### config.mk
export PLATFORM = sky130hd
export DESIGN_NAME = forward_bracket_closer
export DESIGN_NICKNAME = d
export VERILOG_FILES = /design/src/fbc_pkg.sv /design/src/forward_bracket_closer.sv
export SDC_FILE = /design/constraint.sdc
export NUM_CORES = 1
export LEC_CHECK = 0
export BUFFER_PORTS_ARGS = -buffer_cell sky130_fd_sc_hd__buf_4
export CAP_MARGIN = 0
export CORE_ASPECT_RATIO = 1.25
export CORE_MARGIN = 1.5
export CORE_UTILIZATION = 34
export DETAILED_ROUTE_END_ITERATION = 8
export GPL_TIMING_DRIVEN = 0
export PLACE_DENSITY = 0.53
export SETUP_SLACK_MARGIN = 0.15
export SYNTH_ARGS = -nofsm -noshare
export SYNTH_HDL_FRONTEND = slang
export SYNTH_SLANG_ARGS = --single-unit
export TNS_END_PERCENT = 20
### constraint.sdc
create_clock -name clk_i -period 6.9 [get_ports clk_i]
set_input_delay 0.69 -clock clk_i [delete_from_list [all_inputs] [get_ports clk_i]]
set_output_delay 0.69 -clock clk_i [all_outputs]
set_load 0.05 [all_outputs]
### src/fbc_pkg.sv
// fbc_pkg: item types, status codes, character constants and character
// class helpers for the forward bracket closer.
// No dependencies.
`default_nettype none

package fbc_pkg;

  // bracket stack depth; nesting output is six bits wide
  localparam int unsigned STACK_DEPTH = 32;
  localparam int unsigned NEST_W      = 6;

  // length of the word operator
  localparam int unsigned KW_LEN = 8;
  localparam int unsigned KP_W   = 4;

  // result status codes
  typedef enum logic [2:0] {
    ST_IDLE     = 3'd0,
    ST_OPEN     = 3'd1,
    ST_CLOSED   = 3'd2,
    ST_MISMATCH = 3'd3,
    ST_BADSTART = 3'd4,
    ST_GAVEUP   = 3'd5,
    ST_OVERFLOW = 3'd6
  } status_e;

  // bracket kinds kept in the stack
  localparam logic [1:0] KIND_NONE   = 2'd0;
  localparam logic [1:0] KIND_ROUND  = 2'd1;
  localparam logic [1:0] KIND_SQUARE = 2'd2;
  localparam logic [1:0] KIND_CURLY  = 2'd3;

  // characters of interest
  localparam logic [7:0] CH_LPAREN = 8'h28;
  localparam logic [7:0] CH_RPAREN = 8'h29;
  localparam logic [7:0] CH_LBRACK = 8'h5B;
  localparam logic [7:0] CH_RBRACK = 8'h5D;
  localparam logic [7:0] CH_LBRACE = 8'h7B;
  localparam logic [7:0] CH_RBRACE = 8'h7D;
  localparam logic [7:0] CH_LT     = 8'h3C;
  localparam logic [7:0] CH_GT     = 8'h3E;
  localparam logic [7:0] CH_EQ     = 8'h3D;
  localparam logic [7:0] CH_MINUS  = 8'h2D;
  localparam logic [7:0] CH_SEMI   = 8'h3B;
  localparam logic [7:0] CH_SPACE  = 8'h20;
  localparam logic [7:0] CH_LOW_O  = 8'h6F;
  localparam logic [7:0] CH_UNDER  = 8'h5F;

  // one input item
  typedef struct packed {
    logic [7:0] ch;
    logic       line_start;
    logic       search_start;
    logic       text_end;
  } in_item_t;

  // one result item
  typedef struct packed {
    status_e             status;
    logic [NEST_W-1:0]   nesting;
  } out_item_t;

  // letters of the word operator, by position
  function automatic logic [7:0] keyword_char(input logic [2:0] pos);
    logic [7:0] r;
    case (pos)
      3'd0:    r = 8'h6F; // o
      3'd1:    r = 8'h70; // p
      3'd2:    r = 8'h65; // e
      3'd3:    r = 8'h72; // r
      3'd4:    r = 8'h61; // a
      3'd5:    r = 8'h74; // t
      3'd6:    r = 8'h6F; // o
      3'd7:    r = 8'h72; // r
      default: r = 8'h00;
    endcase
    return r;
  endfunction

  function automatic logic is_word(input logic [7:0] c);
    return (c >= 8'h30 && c <= 8'h39) || (c >= 8'h61 && c <= 8'h7A) ||
           (c >= 8'h41 && c <= 8'h5A) || (c == CH_UNDER);
  endfunction

  function automatic logic is_space(input logic [7:0] c);
    return (c == CH_SPACE) || (c >= 8'h09 && c <= 8'h0D);
  endfunction

  function automatic logic [1:0] kind_of(input logic [7:0] c);
    logic [1:0] k;
    if (c == CH_LPAREN || c == CH_RPAREN) begin
      k = KIND_ROUND;
    end else if (c == CH_LBRACK || c == CH_RBRACK) begin
      k = KIND_SQUARE;
    end else if (c == CH_LBRACE || c == CH_RBRACE) begin
      k = KIND_CURLY;
    end else begin
      k = KIND_NONE;
    end
    return k;
  endfunction

endpackage

`default_nettype wire

### src/forward_bracket_closer.sv
// forward_bracket_closer: top level, bracket and template angle matcher.
// Depends on fbc_pkg for item types, status codes and character helpers.
`default_nettype none

// Reads source text one character item per cycle and reports, for each
// character, the state of a forward bracket search started at a character
// marked search_start. Every accepted item yields exactly one result item.
// Throughput is one item per clock when not stalled; an item passes the input
// register, then the result register. The whole per-character update of the
// bracket stack (kept in flip-flops, STACK_DEPTH entries of a kind and a
// pending angle count) and of the operator keyword matcher is done in a
// single pass between those two registers, so the stack registers set the
// rate. The input side keeps accepting while a result waits downstream, as
// long as the result register is free or being emptied in the same cycle.
module forward_bracket_closer #(
  parameter int unsigned ANGLE_MAX = 15
) (
  input  wire logic                clk_i,
  input  wire logic                rst_ni,
  input  wire logic                in_valid_i,
  output      logic                in_stall_o,
  input  wire fbc_pkg::in_item_t   in_item_i,
  output      logic                out_valid_o,
  input  wire logic                out_stall_i,
  output      fbc_pkg::out_item_t  out_item_o
);
  import fbc_pkg::*;

  localparam int unsigned IDX_W = $clog2(STACK_DEPTH);
  localparam int unsigned CNT_W = $clog2(STACK_DEPTH + 1);
  localparam int unsigned ANG_W = $clog2(ANGLE_MAX + 1);

  // handshake and pipeline registers
  logic      in_valid_q;
  in_item_t  in_q;
  logic      out_valid_q;
  out_item_t out_q;
  logic      fire;

  // search state
  logic             srch_q, srch_d;
  logic             chk_q, chk_d;
  logic [CNT_W-1:0] top_q, top_d;
  logic [ANG_W-1:0] base_q, base_d;

  // character trackers
  logic [7:0]       prev_q, prev_d;
  logic [KP_W-1:0]  kp_q, kp_d;
  logic             kbp_q, kbp_d;
  logic             pww_q, pww_d;

  // bracket stack, no reset: entries are written on push before any read
  logic [1:0]       kind_q  [STACK_DEPTH];
  logic [ANG_W-1:0] angle_q [STACK_DEPTH];

  // combinational work signals
  logic [7:0]       c;
  logic             ls, ss, te;
  logic [7:0]       pc;
  logic [KP_W-1:0]  kp;
  logic             kbp, pww;
  logic [CNT_W-1:0] eff_top, top_m1;
  logic [ANG_W-1:0] eff_base, ta, ta_new;
  logic [IDX_W-1:0] top_idx, push_idx;
  logic             top_zero, is_open3, is_close3;
  logic             do_scan, drop, push, pop, ta_wr, srch, chk;
  status_e          status;

  // handshake
  assign fire        = in_valid_q && (!out_valid_q || !out_stall_i);
  assign in_stall_o  = in_valid_q && !fire;
  assign out_valid_o = out_valid_q;
  assign out_item_o  = out_q;

  // per-character update
  always_comb begin
    c  = in_q.ch;
    ls = in_q.line_start;
    ss = in_q.search_start;
    te = in_q.text_end;

    // trackers cleared on line start before use
    pc  = ls ? 8'h00 : prev_q;
    kp  = ls ? '0 : kp_q;
    kbp = ls ? 1'b0 : kbp_q;
    pww = ls ? 1'b0 : pww_q;

    // a new search starts from an empty stack
    eff_top  = ss ? '0 : top_q;
    eff_base = ss ? '0 : base_q;
    top_m1   = eff_top - CNT_W'(1);
    top_idx  = top_m1[IDX_W-1:0];
    push_idx = eff_top[IDX_W-1:0];
    top_zero = (eff_top == '0);
    ta       = top_zero ? eff_base : angle_q[top_idx];

    is_open3  = (c == CH_LPAREN) || (c == CH_LBRACK) || (c == CH_LBRACE);
    is_close3 = (c == CH_RPAREN) || (c == CH_RBRACK) || (c == CH_RBRACE);

    status  = ST_IDLE;
    do_scan = 1'b0;
    drop    = 1'b0;
    srch    = srch_q;
    chk     = chk_q;
    push    = 1'b0;
    pop     = 1'b0;
    ta_wr   = 1'b0;
    ta_new  = ta;

    // start, second-character check and line-end give up
    if (ss) begin
      srch    = is_open3 || (c == CH_LT);
      chk     = (c == CH_LT);
      do_scan = srch;
      if (!srch) begin
        status = ST_BADSTART;
      end
    end else if (srch_q) begin
      if (chk_q && !ls && (c == CH_LT || c == CH_EQ)) begin
        status = ST_BADSTART;
        drop   = 1'b1;
      end else begin
        chk = 1'b0;
        if (ls && top_q == '0 && base_q == '0) begin
          status = ST_GAVEUP;
          drop   = 1'b1;
        end else begin
          do_scan = 1'b1;
        end
      end
    end

    // scan one character of an active search
    if (do_scan) begin
      status = ST_OPEN;
      if (is_open3) begin
        if (eff_top >= CNT_W'(STACK_DEPTH)) begin
          status = ST_OVERFLOW;
          drop   = 1'b1;
        end else begin
          push = 1'b1;
        end
      end else if (c == CH_LT) begin
        if (pc == CH_LT) begin
          // shift operator takes back a pending angle
          if (ta != '0) begin
            ta_wr  = 1'b1;
            ta_new = ta - ANG_W'(1);
            if (top_zero && ta == ANG_W'(1)) begin
              status = ST_MISMATCH;
              drop   = 1'b1;
            end
          end
        end else if (kp < KP_W'(KW_LEN)) begin
          if (ta >= ANG_W'(ANGLE_MAX)) begin
            status = ST_OVERFLOW;
            drop   = 1'b1;
          end else begin
            ta_wr  = 1'b1;
            ta_new = ta + ANG_W'(1);
          end
        end
      end else if (is_close3) begin
        ta_wr  = 1'b1;
        ta_new = '0;
        if (top_zero) begin
          status = ST_MISMATCH;
          drop   = 1'b1;
        end else if (kind_q[top_idx] != kind_of(c)) begin
          status = ST_MISMATCH;
          drop   = 1'b1;
        end else begin
          pop = 1'b1;
          if (eff_top == CNT_W'(1) && eff_base == '0) begin
            status = ST_CLOSED;
            drop   = 1'b1;
          end
        end
      end else if (c == CH_GT) begin
        // arrows and a > after operator and white space never close an angle
        if (!(pc == CH_MINUS || kbp) && ta != '0) begin
          ta_wr  = 1'b1;
          ta_new = ta - ANG_W'(1);
          if (top_zero && ta == ANG_W'(1)) begin
            status = ST_CLOSED;
            drop   = 1'b1;
          end
        end
      end else if (c == CH_SEMI) begin
        ta_wr  = 1'b1;
        ta_new = '0;
        if (top_zero) begin
          status = ST_MISMATCH;
          drop   = 1'b1;
        end
      end
    end

    // end of text with the search still open
    if (srch && !drop && te) begin
      status = ST_GAVEUP;
      drop   = 1'b1;
    end

    // next search state
    if (drop) begin
      srch_d = 1'b0;
      chk_d  = 1'b0;
      top_d  = '0;
      base_d = '0;
    end else begin
      srch_d = srch;
      chk_d  = chk;
      top_d  = push ? eff_top + CNT_W'(1) : (pop ? top_m1 : eff_top);
      base_d = (ta_wr && top_zero) ? ta_new : eff_base;
    end

    // keyword matcher for operator followed by spaces
    kbp_d = (kp == KP_W'(KW_LEN));
    if (kp == KP_W'(KW_LEN) && is_space(c)) begin
      kp_d = KP_W'(KW_LEN);
    end else if (kp != '0 && kp < KP_W'(KW_LEN) && c == keyword_char(kp[2:0])) begin
      kp_d = kp + KP_W'(1);
    end else if (c == CH_LOW_O && !pww) begin
      kp_d = KP_W'(1);
    end else begin
      kp_d = '0;
    end
    pww_d  = is_word(c);
    prev_d = c;
  end

  // input register
  always_ff @(posedge clk_i or negedge rst_ni) begin
    if (!rst_ni) begin
      in_valid_q <= 1'b0;
    end else if (!in_stall_o) begin
      in_valid_q <= in_valid_i;
    end
  end

  always_ff @(posedge clk_i) begin
    if (in_valid_i && !in_stall_o) begin
      in_q <= in_item_i;
    end
  end

  // result register
  always_ff @(posedge clk_i or negedge rst_ni) begin
    if (!rst_ni) begin
      out_valid_q <= 1'b0;
    end else if (!out_valid_q || !out_stall_i) begin
      out_valid_q <= in_valid_q;
    end
  end

  always_ff @(posedge clk_i) begin
    if (fire) begin
      out_q.status  <= status;
      out_q.nesting <= NEST_W'(top_d);
    end
  end

  // search and tracker state
  always_ff @(posedge clk_i or negedge rst_ni) begin
    if (!rst_ni) begin
      srch_q <= 1'b0;
      chk_q  <= 1'b0;
      top_q  <= '0;
      base_q <= '0;
      prev_q <= 8'h00;
      kp_q   <= '0;
      kbp_q  <= 1'b0;
      pww_q  <= 1'b0;
    end else if (fire) begin
      srch_q <= srch_d;
      chk_q  <= chk_d;
      top_q  <= top_d;
      base_q <= base_d;
      prev_q <= prev_d;
      kp_q   <= kp_d;
      kbp_q  <= kbp_d;
      pww_q  <= pww_d;
    end
  end

  // bracket stack writes: push a new entry or update the top angle count
  always_ff @(posedge clk_i) begin
    if (fire && !drop) begin
      if (push) begin
        kind_q[push_idx]  <= kind_of(c);
        angle_q[push_idx] <= '0;
      end else if (ta_wr && !top_zero) begin
        angle_q[top_idx] <= ta_new;
      end
    end
  end

`ifndef ASSERT_OFF
  // stack depth never goes past its size
  a_top_range: assert property (@(posedge clk_i) disable iff (!rst_ni)
    top_q <= CNT_W'(STACK_DEPTH))
    else $error("bracket stack depth beyond its size");

  // no search means an empty stack and no pending angles
  a_idle_empty: assert property (@(posedge clk_i) disable iff (!rst_ni)
    !srch_q |-> (top_q == '0 && base_q == '0 && !chk_q))
    else $error("stack state left over without a search");

  // a finished or idle result reports zero nesting
  a_nest_zero: assert property (@(posedge clk_i) disable iff (!rst_ni)
    (out_valid_q && out_q.status != ST_OPEN) |-> (out_q.nesting == '0))
    else $error("nonzero nesting on a result that is not open");

  // a processed item always lands in the result register
  a_fire_out: assert property (@(posedge clk_i) disable iff (!rst_ni)
    fire |=> out_valid_q)
    else $error("processed item did not reach the result register");

  // open result carries the state that was stored with it
  a_open_state: assert property (@(posedge clk_i) disable iff (!rst_ni)
    (fire && status == ST_OPEN) |=> (srch_q && out_q.nesting == NEST_W'(top_q)))
    else $error("open result does not match stored search state");
`endif

endmodule

`default_nettype wire
# Word level (Yosys, flattened, before mapping)
# Memories as Yosys holds them, arrays and structs flattened.
# Index checks and enable logic that the tools add are counted.
[word_totals]
regBits = 48
latch_bits = 0
ramBits = 192
romBits = 40
input_bits = 15
out_inout_bits = 11
mem_count = 3
[op_classes]
addsub = 5
multipliers = 0
n_div = 0
order_cmp = 11
n_eq_ne = 21
n_shift = 0
mux = 122
bitwise = 0
reduce_logical = 57
[mem_list]
columns = ["name", "words", "width", "read_ports", "rd_clocked_by_memory_dff", "wr", "line_no", "source"]
rows = [
  ["angle_q", 32, 4, 1, 0, 1, "forward_bracket_closer.sv:54", "logic [ANG_W-1:0] angle_q [STACK_DEPTH];"],
  ["kind_q", 32, 2, 1, 0, 1, "forward_bracket_closer.sv:53", "logic [1:0] kind_q [STACK_DEPTH];"],
  ["(name not given)", 8, 5, 1, 0, 0, "fbc_pkg.sv:66", "case (pos)"],
]
[ops]
columns = ["cell", "n"]
rows = [
  ["$mux 4", 19],
  ["$eq 8x6->1 const B", 9],
  ["$mux 1", 63],
  ["$eq 8x7->1 const B", 6],
  ["$mux 3", 14],
  ["$mux 2", 19],
  ["$mux 6", 4],
  ["$logic_and 1x1->1", 23],
  ["$ge 8x7->1 const B", 2],
  ["$le 8x7->1 const B", 2],
  ["$mux 8", 2],
  ["$logic_or 1x1->1", 15],
  ["$logic_not 6->1", 2],
  ["$logic_not 1->1", 10],
  ["$add 4x1->4 const B", 2],
  ["$eq 8x8->1", 1],
  ["$ge 8x4->1 const B", 1],
  ["$ge 8x6->1 const B", 1],
  ["$le 8x4->1 const B", 1],
  ["$le 8x6->1 const B", 1],
  ["$logic_not 4->1", 2],
  ["$reduce_bool 4->1", 2],
  ["$add 6x1->6 const B", 1],
  ["$eq 6x1->1 const B", 1],
  ["other kinds (13)", 13],
]

# Longest topological paths before layout
[depth]
word_depth = 27
ltp_mapped = 24

# Worst setup path after synthesis
# No wires, ideal clock.
[synth_timing]
kind = "reg-to-reg"
startpoint = "register top_q[1]"
endpoint = "memory angle_q[0][2] (netlist name), data pin"
setup_time_ns = 0.359
t_arrival_ns = 4.928
t_required_ns = 6.541
slack_ns = 1.612
stages_incl_launch_ff = 22
n_path_buf = 6
synth_period_minus_slack_ns = 5.288
path_cell_list = "dfrtp_1 > buf_6 > buf_6 > buf_2 > buf_2 > buf_2 > mux2i_1 > a2111oi_0 > nor2_1 > o311a_1 > a211o_1 > o211ai_1 > inv_1 > ha_1 > o21a_1 > nand3b_1 > a211o_1 > a2bb2oi_1 > o211ai_2 > or4_1 > clkbuf_1 > nor2b_1"
[synth_between]
elab_chain_cells = 24
word_cells_on_any_way = 83
[synth_rtl]
columns = ["item", "line_no", "source"]
rows = [
  ["start, declared", "forward_bracket_closer.sv:43", "logic [CNT_W-1:0] top_q, top_d;"],
  ["start signal, assigned", "forward_bracket_closer.sv:278", "top_q <= top_d;"],
  ["branches (longest 23 deep; another with $sub 6x1->6)", "n/a", ""],
  ["$mux 4 (no source line) (*)", "n/a", ""],
  ["end, declared", "forward_bracket_closer.sv:54", ""],
]
# Every way passes the cells marked *.

# Worst setup path in the final report
[layout_timing]
startpoint = "register top_q[0]"
endpoint = "memory angle_q[24][3] (netlist name), enable pin"
[layout_between]
elab_chain_cells = 24
word_cells_on_any_way = 74
[layout_rtl]
columns = ["item"]
rows = [
  ["branches (longest 24 deep; another with $sub 6x1->6)"],
]
# Parallel ways; which one is timed is not known.

==> flow_summary.ini <==
[outcome]
status = finished clean

[clock_network]
root_buffer = clkbuf_16
holdBufCountCts = 0
cts_buffers = 25
htreeDepth = 1
clockBufferDepth = 3
cts_tree = yes
clock_sinks = 240
worstSkewPairLatency_ns = 0.55
clk_pin_slew_ns = 0.07

[worst_setup_path]
r2r_setup_slack_ns = 0.30
worstSetupStartpointType = flip-flop
cp.required_ns = 7.11
arrival_ns = 6.81
critical_path_class = reg2reg
path_max_fanout = 10
crit_path_end_kind = flip-flop
cp-startpoint = top_q[0]$_DFFE_PN0P_
r2r-end = angle_q[24][3]$_DFFE_PP_
rr_startpoint = top_q[0]$_DFFE_PN0P_
worstRegToRegCells = 19

[floorplan]
die-area_um2 = 35900
initial_core_util = 0.344
die_h_um = 212
ioPinCount = 26
die_x_um = 170
core-area_um2 = 34400
fp-row-count = 76

[drt]
dr.pass1.iters = 7
wire_per_inst_um = 24.9
vias = 9025
drtIter0Drc = 964
avgViaCountPerCell = 5.73
routed_wl_mm = 39.1
drc = 0
drtAntennaViolNets = 0

[placement]
place_congestion = 0.933
hpwl_mm = 27.7
numPortBuffers = 25

[finish]
layout_commonest_cell = edfxtp_1
area_delta_synth_final_pct = 15.8
final_core_util = 0.398
antenna_cells = 0
nets = 1111
drive_gt1_frac = 0.156
final_cell_mix = edfxtp_1 (212), nor2_1 (99), nand2_1 (96)

[global_route]
grt_first_pass_wirelength_mm = 57.7
grt_usage = 0.219
grt_antenna_before_repair = 0
grt_pass1_vias = 8885
grt_max_degree = 34
overflow = 0

[sta]
hold_violations = 0
finalSetupViolations = 0
fin_crit_sh = 0.957
rsz0062_at_grt = true
fmax_mhz = 151
tightest_slew_ns = 1.28
maxSlewViolCount = 0
finClkSkew_ns = 0.0236
setup_tns_ns = 0
slew_headroom = 0.137
period_needed_ns = 6.60

[synthesis]
netlist_area_um2 = 11800
synth.distinct_cells = 84
synth_nets = 1051
ys_ff_latch = 240
synth_seq_area_share = 0.597
synth.avg_cell_area_um2 = 11.5
async_reset_ff_frac = 0.117
synth_edf_count = 212
yosys_warnings = 0
yosys_most_used_dff = edfxtp_1
syn_inst = 1029

[power_and_ir_drop]
powerDensity_nw_per_um2 = 254
p_leak_nw = 4.75
peakVddDrop_mv = 0.113

[flow_run]
maxCapViolations = 0

[worst_hold_path]
hold_path_class = in2async
## how the worst max path moves through the flow
stage | slack [ns] | depth (start not counted) | end
floorplan | 1.61 | 21 | angle_q[0][2]$_DFFE_PP_
global placement | -1.44 | 18 | angle_q[26][2]$_DFFE_PP_
detailed placement | -0.78 | 20 | angle_q[20][1]$_DFFE_PP_
CTS | 0.13 | 22 | angle_q[25][2]$_DFFE_PP_
global route | 0.04 | 19 | angle_q[1][0]$_DFFE_PP_
finish | 0.30 | 19 | angle_q[24][3]$_DFFE_PP_
## sequential cells by signal, summed over array words and instances (netlist names), 4 cells and up
| signal | count |
|---|---|
| c | 8 |
| out_item_o | 9 |
| kp_q | 4 |
| angle_q | 128 |
| top_q | 6 |
| kind_q | 64 |
| base_q | 4 |
| prev_q | 8 |
## critical path: stages, from the launching register on
cell	delay, ns
dfrtp_1	0.45
buf_2	0.23
inv_2	0.19
clkbuf_1	0.62
clkbuf_1	0.64
o22ai_1	0.29
o311a_1	0.34
a211o_1	0.26
o211ai_1	0.24
inv_1	0.17
ha_1	0.25
o21a_1	0.12
nand3b_1	0.12
a211o_1	0.19
a2bb2oi_1	0.29
o211ai_2	0.24
or4_1	0.57
clkbuf_1	0.32
o21a_1	0.41
nor2_2	0.30
## layout make-up
type	count	area, um2
Buffer	65	314
Clock buffer	35	694
Clock inverter	9	71.3
Fill cell	3335	20700
Inverter	27	101
Multi-Input combinational cell	696	4540
Sequential cell	240	7070
Tap cell	468	586
Timing Repair Buffer	34	323
## routing by layer
metal / wire length, um / vias up / track usage
li1: - / 4027 / -
met1: 15400 / 4475 / 0.268
met4: 1770 / 0 / 0.102
met5: 0 / - / 0
met3: 2490 / 110 / 0.0294
met2: 19500 / 413 / 0.383
## stage by stage
| stage | hold WS (ns) | std cells | instance area, um2 | setup WS, ns | power [mW] |
|---|---|---|---|---|---|
| after detailed placement | 0.461 | 1527 | 12700 | -0.775 | 2.19 |
| final | 0.0907 | 1574 | 13700 | 0.299 | 3.48 |
| after global placement | 0.458 | 1522 | 12600 | -1.44 | 2.19 |
| after global routing | 0.107 | 1574 | 13700 | 0.0355 | 3.58 |
| after CTS | 0.0856 | 1571 | 13600 | 0.128 | 3.47 |
| after floorplan | 0.394 | 1029 | 11800 | 1.61 | 2.00 |
## cells by family after synthesis
group,Yosys count,share of synthesized area
flip-flops,240,0.597
AND/OR/NAND/NOR,369,0.157
multiplexers,45,0.0438
XOR/XNOR,8,0.00592
AO/OA/AOI/OAI,267,0.155
buffers and inverters,93,0.0346
adder cells (fa/ha/maj),7,0.00740
## timing repair
item                                    4_1_cts  5_1_grt
endpoints found under the hold margin         0        0
pin swaps                                     2        0
buffers inserted                              1        3
endpoints found under the setup margin      300      264
resized for setup                            22       18
## power breakdown
part	total (mW)	switching [mW]	leakage, nW	internal, mW
registers	1.60	0.0142	2.64	1.59
clock network	1.29	0.551	0.370	0.737
logic	0.592	0.409	1.74	0.183
## synth_stat cells, types with 4 or more instances
library cell	n	share of area
nor2_1	115	0.036
buf_2	24	0.010
a31oi_1	8	0.0042
a22o_1	4	0.0030
nor4_1	13	0.0069
o221ai_1	4	0.0030
nor3_1	26	0.011
a2111oi_0	4	0.0030
a21o_1	5	0.0032
nand3b_1	8	0.0051
a211o_1	4	0.0030
nand4_1	5	0.0026
a21oi_1	52	0.022
mux2_2	14	0.013
a2bb2oi_1	4	0.0030
nand2_1	96	0.030
a311oi_1	4	0.0030
nor3b_1	8	0.0051
and3_1	7	0.0037
xnor2_1	7	0.0052
a211oi_1	16	0.010
and2_1	4	0.0021
dfrtp_1	28	0.059
o21ai_0	56	0.024
nand3_1	16	0.0068
inv_1	24	0.0076
or4_1	6	0.0038
buf_4	4	0.0025
o21a_1	8	0.0051
o2111ai_1	5	0.0037
clkbuf_1	34	0.011
nand2b_1	18	0.0095
nand4b_1	4	0.0030
or3_1	6	0.0032
a221oi_1	6	0.0044
o2bb2ai_1	6	0.0044
mux2i_1	27	0.023
a22oi_1	9	0.0057
mux4_2	4	0.0076
nor2b_1	21	0.011
ha_1	7	0.0074
edfxtp_1	212	0.54
o22ai_1	20	0.011
o22a_1	5	0.0037
(Power assumes the default switching activity.)
